==> config.mk <==
export PLATFORM = sky130hd
export DESIGN_NAME = mcc_ctrl
export DESIGN_NICKNAME = d
export VERILOG_FILES = /design/src/design/mcc_pkg.sv /design/src/design/mcc_ctrl.sv
export SDC_FILE = /design/constraint.sdc
export NUM_CORES = 1
export LEC_CHECK = 0
export ABC_AREA = 1
export BUFFER_PORTS_ARGS = -buffer_cell sky130_fd_sc_hd__clkbuf_2
export CELL_PAD_IN_SITES_DETAIL_PLACEMENT = 2
export CELL_PAD_IN_SITES_GLOBAL_PLACEMENT = 2
export CORE_AREA = 8 8 45 47
export DETAILED_ROUTE_END_ITERATION = 7
export DIE_AREA = 0 0 53 55
export GPL_TIMING_DRIVEN = 0
export PLACE_DENSITY_LB_ADDON = 0.1
export RECOVER_POWER = 50
export SYNTH_ARGS = -nofsm -noshare
export SYNTH_HDL_FRONTEND = slang
export SYNTH_SLANG_ARGS = --single-unit
==> constraint.sdc <==
create_clock -name clk -period 1.99 [get_ports clk]
set_input_delay 0.398 -clock clk [delete_from_list [all_inputs] [get_ports clk]]
set_output_delay 0.398 -clock clk [all_outputs]
set_load 0.02 [all_outputs]
==> src/design/mcc_pkg.sv <==
// Shared types and codes for the MOESI snooping cache controller.
// No dependencies; every other design file uses this package.
`default_nettype none

package mcc_pkg;

	localparam int NUM_SETS_DEF  = 128;
	localparam int NUM_WAYS_DEF  = 4;
	localparam int ADDR_BITS_DEF = 32;

	localparam int LINE_SHIFT = 5;
	localparam int ADDR_W     = 32;
	localparam int ID_W       = 4;
	localparam int CFG_AW     = 3;
	localparam int APB_DW     = 32;

	// item action codes
	localparam logic [2:0] ACT_RD    = 3'd0;
	localparam logic [2:0] ACT_WR    = 3'd1;
	localparam logic [2:0] ACT_SNOOP = 3'd2;
	localparam logic [2:0] ACT_ACK   = 3'd3;
	localparam logic [2:0] ACT_DONE  = 3'd4;

	// bus operation codes, shared by snoops and issued requests
	localparam logic [1:0] BUS_PRD  = 2'd0;
	localparam logic [1:0] BUS_PWR  = 2'd1;
	localparam logic [1:0] BUS_XFER = 2'd2;
	localparam logic [1:0] BUS_NONE = 2'd3;

	localparam logic [1:0] TGT_ALL = 2'd0;
	localparam logic [1:0] TGT_MEM = 2'd1;
	localparam logic [1:0] TGT_ONE = 2'd2;

	localparam logic [1:0] OUT_DONE = 2'd0;
	localparam logic [1:0] OUT_REQ  = 2'd1;
	localparam logic [1:0] OUT_BUSY = 2'd2;

	// line coherence states
	localparam logic [2:0] ST_I = 3'd0;
	localparam logic [2:0] ST_S = 3'd1;
	localparam logic [2:0] ST_E = 3'd2;
	localparam logic [2:0] ST_O = 3'd3;
	localparam logic [2:0] ST_M = 3'd4;

	localparam logic [CFG_AW-1:0] REG_CACHE_ID = 3'd0;

	typedef enum logic [2:0] {
		PH_IDLE,
		PH_WB_ACK,
		PH_WB_DATA,
		PH_FILL_ACK,
		PH_FILL_DATA,
		PH_UPH_ACK,
		PH_UPM_ACK
	} phase_t;

	typedef enum logic [1:0] {
		CS_CLEAR,
		CS_IDLE,
		CS_EXEC
	} ctl_state_t;

	typedef struct packed {
		logic load;
		logic clear;
		logic commit;
	} dp_cmd_t;

	typedef struct packed {
		logic clear_done;
		logic out_blocked;
	} dp_status_t;

endpackage

`default_nettype wire

==> src/design/mcc_ctrl.sv <==
// Sequencing state machine: clear pass, accept, execute.
// Depends on mcc_pkg; drives the datapath through dp_cmd_t.
`default_nettype none

module mcc_ctrl (
	input  wire                  clk,
	input  wire                  arst_n,
	input  wire                  in_valid,
	output logic                 in_ready,
	input  mcc_pkg::dp_status_t  status,
	output mcc_pkg::dp_cmd_t     cmd
);

	mcc_pkg::ctl_state_t state_q, state_d;

	always_ff @(posedge clk or negedge arst_n) begin
		if (!arst_n) begin
			state_q <= mcc_pkg::CS_CLEAR;
		end else begin
			state_q <= state_d;
		end
	end

	always_comb begin
		state_d = state_q;
		unique case (state_q)
			mcc_pkg::CS_CLEAR: begin
				if (status.clear_done) state_d = mcc_pkg::CS_IDLE;
			end
			mcc_pkg::CS_IDLE: begin
				if (in_valid) state_d = mcc_pkg::CS_EXEC;
			end
			mcc_pkg::CS_EXEC: begin
				if (!status.out_blocked) state_d = mcc_pkg::CS_IDLE;
			end
			default: state_d = mcc_pkg::CS_CLEAR;
		endcase
	end

	always_comb begin
		cmd      = '0;
		in_ready = 1'b0;
		unique case (state_q)
			mcc_pkg::CS_CLEAR: cmd.clear = 1'b1;
			mcc_pkg::CS_IDLE: begin
				in_ready = 1'b1;
				cmd.load = in_valid;
			end
			mcc_pkg::CS_EXEC: cmd.commit = !status.out_blocked;
			default: cmd = '0;
		endcase
	end

`ifndef NO_ASSERTIONS
	a_load_exec: assert property (@(posedge clk) disable iff (!arst_n)
		cmd.load |=> state_q == mcc_pkg::CS_EXEC)
		else $error("load did not enter execute");
	a_ready_idle: assert property (@(posedge clk) disable iff (!arst_n)
		in_ready |-> !cmd.commit && !cmd.clear)
		else $error("ready while busy");
	a_clear_once: assert property (@(posedge clk) disable iff (!arst_n)
		(state_q != mcc_pkg::CS_CLEAR) |=> state_q != mcc_pkg::CS_CLEAR)
		else $error("clear pass restarted");
`endif

endmodule

`default_nettype wire

==> out/metrics.yaml, run 1 <==
setup_path:
  critical_path.cell_chain: "inv_1 > nand2_1 > nor2_1 > clkbuf_2"
  worstPathRequired_ns: 1.59
  arrival_ns: 1.06
  path_class: "flop to output pin"
  crit_family: "flip-flops"
  crit_buf_inv: 2
  cpPeakStageDelay_ns: 0.39
  slowest_stage: "dfrtp_1"
  crit_path_end_kind: "output pin"
  worstPathMaxFanout: 3
  start_kind: "flop"
sta:
  fin_ws_ns: 0.528
  hold_slack_ns: 0.489
  clock_skew_ns: 0.00706
  rsz0062_at_grt: "no"
  finalSetupViolCount: 0
  hold_viol: 0
  fin_tns_setup_ns: 0
  tightest_slew_ns: 0.169
  max_freq_mhz: 684
  relSlewSlack_pct: 88.6
  period_needed_ns: 1.46
  fin_crit_sh_pct: 73.5
  slew_violations: 0
detailed_routing:
  avgRoutedWirePerCell_um: 9.69
  ant_nets: 0
  dr.first_iter.drc_count: 1
  vias: 156
  drt_wl_total_um: 436
  post_drt_via_cell_ratio: 3.47
  route.detailed.drc: 0
  dr.pass1.iters: 2
placement:
  portBuffers: 8
  placed_cells: 41
  gp_congestion: 0.608
  place_area_um2: 181
  place_ws_ns: 0.710
  dp_hpwl_um: 357
floorplan:
  die_area_mm2: 0.00292
  die_width_um: 53
  die_h_um: 55
  coreArea_mm2: 0.00138
  initial_utilization_pct: 8.77
  rows: 14
  num_io_pins: 9
logic_synthesis:
  syn_area_um2: 121
  avgSynthCellArea_um2: 7.14
  synth_top_area_share_pct: 41.2
  yosys-top-cells-area: "dfrtp_1, inv_1, nand2_1, nand3_2, nand4_1"
  syn-num-nets: 22
  synth_flop_cell: "dfrtp_1"
  synth-seq-cells: 2
  synth_top_cell_by_area: "dfrtp_1"
  synth_edf_count: 0
  synth.top_cells.by_count: "inv_1, nand2_1, dfrtp_1"
  yosysWarnings: 0
  synthArstFlopShare_pct: 100
  synth-seq-area-share_pct: 41.2
  synth.most_common_cell: "inv_1"
  ys_types: 11
  syn-instance-count: 17
clocking:
  cts_tree: "yes"
  h-tree-depth: 1
  clk_pin_slew_ns: 0.03
  cts_buffers: 3
  root_buffer: "clkbuf_4"
  cts_resized: 0
  clockBufferDepth: 2
  clk_latency_ns: 0.22
  cts_num_sinks: 2
run:
  max_cap_violations: 0
power:
  powerDensity_mw_per_mm2: 1620
  peakVddDrop_mv: 0.257
  p_leak_nw: 0.119
  power_uw: 340
final_layout:
  drive_above_1_share_pct: 41.4
  design_area_um2: 210
  largest_register_ffs: 2
  top_regs: "state_q (2)"
  fill_cells: 173
  final_cells: 45
  largest-register: "state_q"
  areaGrowthSynthToFinish_pct: 73.2
  fin_util_pct: 15.2
  diodes: 0
  fin_nets: 36
global_route:
  antenna_found_initial: 0
  grt_max_degree: 6
  grt_pass1_wl_um: 772
  grtUsageTotal_pct: 4.26
  grt_remaining_overflow: 0
  grt_pass1_vias: 187
outcome:
  status: "finished, final reports clean"
worst_hold_path:
  hold_class: "input port to asynchronous set/reset pin"
-- cell families (layout without fill, tap and decap cells) --
group	Yosys count	count (layout)	synth area share, %
flops	2	2	41.2
simple gates	9	9	39.2
compound gates	1	1	4.12
buf+inv	5	17	15.5
-- timing repair --
item                                   4_1_cts  5_1_grt
buffers inserted                             0        0
hold buffers                                 1        0
endpoints found under the hold margin        2        0
-- power by group --
| group | switching, mW | leakage (nW) | internal (mW) |
|---|---|---|---|
| Clock | 0.0222 | 0.0138 | 0.0665 |
| Combinational | 0.112 | 0.0800 | 0.0541 |
| Sequential | 0.0240 | 0.0249 | 0.0610 |
-- per-layer routing --
metal,global-route usage (%),wire length (µm),vias up
met4,7.76,14,0
li1,-,-,77
met2,5.86,226,7
met1,3.18,153,70
met3,2.41,42,2
met5,0,0,-
-- cell type report --
cell class / count / area, µm² / area share, %
multi-input cells: 10 / 50.0 / 23.8
repair buffers: 9 / 48.8 / 23.2
clock buffers: 3 / 22.5 / 10.7
well taps: 16 / 20.0 / 9.52
flip-flops and latches: 2 / 50.0 / 23.8
inverters: 5 / 18.8 / 8.93
-- path summary, 6_finish.rpt --
check	start	end	slack (ns)	cells after the start
setup / recovery	state_q[1]	cmd[2]	0.53	4
setup reg to reg	state_q[0]	state_q[0]	1.08	4
hold / removal	arst_n	state_q[0]	0.49	2
hold reg to reg	state_q[1]	state_q[1]	0.59	2
min in group clk	status[0]	state_q[1]	0.49	3
max in group asynchronous	arst_n	state_q[1]	1.37	2
-- layout by cell type (no fill, tap or decap) --
| cell type | n |
|---|---|
| nand4_1 | 1 |
| clkbuf_2 | 7 |
| inv_1 | 4 |
| o21ai_0 | 1 |
| nor3_1 | 1 |
| nand3_2 | 1 |
| dfrtp_1 | 2 |
| clkbuf_1 | 1 |
| nand2_1 | 3 |
| nor2_1 | 2 |
| nand3_1 | 1 |
| dlygate4sd3_1 | 1 |
| clkbuf_4 | 3 |
| inv_2 | 1 |
Note: power is estimated with default switching activity, not from simulation.
==> run 2, diff against run 1 <==
Settings changed: ABC_AREA 1 to 0.
Clock period 1.99 ns to 1.47 ns, I/O delays scaled along.
==> run 2 against run 1 <==
Compared with the run above: cell area fell by 3.0%; synthesized area fell by 1.0%; combinational power rose by 24%; total power rose by 33%; via count fell by 17%; setup slack got worse by 0.42 ns; largest power group unchanged.
==> out/metrics.yaml, run 2 <==
clocking:
  cts_tree: "yes"
  clk_pin_slew_ns: 0.03
  cts_num_sinks: 2
  clockBufferDepth: 2
  cts_buffers: 3
  ctsHoldBuffers: 1
  root_buffer: "clkbuf_4"
  cts_resized: 0
  h-tree-depth: 1
  clk_latency_ns: 0.22
  post-cts-setup-buffers: 0
final_layout:
  seqCellArea_um2: 50.0
  largest_register_ffs: 2
  fill_cells: 166
  layout_commonest_cell: "clkbuf_2"
  areaGrowthSynthToFinish_pct: 69.8
  drive_above_1_share_pct: 45.8
  multiInputGateArea_um2: 55.1
  largest-register: "state_q"
  top_regs: "state_q (2)"
  diodes: 0
  fin_nets: 31
  fin_util_pct: 14.7
  final_cell_mix: "clkbuf_2, clkbuf_4, nor2_1, inv_1, dfrtp_1"
  final_cells: 40
setup_path:
  cpPeakStageDelay_ns: 0.41
  worstPathMaxFanout: 6
  crit_path_start: "state_q[1]"
  rr_startpoint: "state_q[1]"
  reg2reg_to: "state_q[0]"
  slowest_stage: "dfrtp_1"
  worstPathRequired_ns: 1.18
  path_class: "flop to output pin"
  reg2reg_slack_ns: 0.52
  crit_buf_inv: 1
  crit_path_end_kind: "output pin"
  arrival_ns: 1.07
  reg2reg_depth: 2
  critical_path.cell_chain: "and3b_1 > clkbuf_2"
  crit_family: "flip-flops"
  start_kind: "flop"
power:
  power.share.switching_pct: 42.5
  power_uw: 450
  powerDensity_mw_per_mm2: 2210
  p_leak_nw: 0.115
  internal_power_uw: 259
  switchingPower_uw: 191
  peakVddDrop_mv: 0.367
  p_clk_share_pct: 27.3
  p_seq_share_pct: 26.8
  comb_power_share_pct: 45.8
logic_synthesis:
  syn_area_um2: 120
  avgSynthCellArea_um2: 10.0
  yosysWarnings: 0
  synth-seq-cells: 2
  synth-seq-area-share_pct: 41.7
  yosys-top-cells-area: "dfrtp_1, o32ai_2, and2_4, and3b_1, a21o_1"
  synth.top_cells.by_count: "dfrtp_1, inv_1, nor2_1"
  ys_types: 9
  synth_flop_cell: "dfrtp_1"
  synth_edf_count: 0
  syn-num-nets: 17
  synth_top_area_share_pct: 41.7
  synth_top_cell_by_area: "dfrtp_1"
  synthArstFlopShare_pct: 100
  syn-instance-count: 12
global_route:
  grt_max_degree: 7
  grt_remaining_overflow: 0
  antenna_found_initial: 0
  grt_pass1_vias: 165
  grtUsageTotal_pct: 3.83
  grt_pass1_wl_um: 738
placement:
  dp_hpwl_um: 317
  placed_cells: 36
  gp_congestion: 0.635
  portBuffers: 8
detailed_routing:
  post_drt_via_cell_ratio: 3.23
  route.detailed.drc: 0
  ant_nets: 0
  vias: 129
  dr.pass1.iters: 1
  drt_wl_total_um: 402
  dr.first_iter.drc_count: 0
  avgRoutedWirePerCell_um: 10.1
sta:
  max_freq_mhz: 733
  slew_violations: 0
  relSlewSlack_pct: 84.4
  fin_crit_sh_pct: 92.8
  fin_tns_setup_ns: 0
  period_needed_ns: 1.36
  clock_skew_ns: 0.000672
  finalSetupViolCount: 0
  tightest_slew_ns: 0.234
  rsz0062_at_grt: "no"
  hold_viol: 0
floorplan:
  die_h_um: 55
  rows: 14
  num_io_pins: 9
  coreArea_mm2: 0.00138
  die_width_um: 53
  initial_utilization_pct: 8.68
  die_area_mm2: 0.00292
worst_hold_path:
  min_from: "in_valid"
  hold_class: "input port to flop"
  hold_path_depth: 2
  hold_path_end: "state_q[0]"
outcome:
  status: "finished, final reports clean"
run:
  max_cap_violations: 0
run 2: stage by stage:
| step | hold WS (ns) | setup WS, ns | area, µm² |
|---|---|---|---|
| after floorplan | -0.00159 | 0.213 | 120 |
| after global placement | 0.0800 | 0.335 | 180 |
| after detailed placement | 0.0805 | 0.324 | 180 |
| after CTS | 0.279 | 0.0732 | 213 |
| after global routing | 0.293 | 0.0280 | 204 |
| final | 0.280 | 0.106 | 204 |
run 2: cell families after synthesis:
family | synth area share, %
AND/OR/NAND/NOR | 32.3
flip-flops | 41.7
buffers and inverters | 6.25
AO/OA/AOI/OAI | 19.8
run 2: area by class of cell:
cell class                 instances  share of cell area, %
clock buffer                       3                   11.0
multi-input combinational          8                   27.0
timing repair buffer               9                   23.9
inverter                           2                   3.68
sequential                         2                   24.5
tap                               16                   9.82
run 2: worst max-delay path by stage:
stage          cells past startpoint  slack, ns        to
2_1_floorplan                      1       0.21    cmd[0]
3_3_place_gp                       2       0.34    cmd[0]
3_5_place_dp                       2       0.32    cmd[0]
4_1_cts                            2       0.07    cmd[0]
5_1_grt                            3       0.03  in_ready
6_report                           2       0.11    cmd[2]
run 2: power by group through the flow:
stage	combinational [mW]	clock, mW	sequential, mW
floorplan	0.158	0	0.111
global placement	0.227	0	0.125
detailed placement	0.228	0	0.124
CTS	0.230	0.133	0.124
global route	0.234	0.135	0.129
finish	0.206	0.123	0.121
run 2: layer usage:
metal	up-vias	share of wire, %	global-route usage [%]
li1	64	-	-
met1	56	36	3.50
met2	7	44	4.88
met3	2	16	1.87
met4	0	4.5	6.47
met5	-	0	0
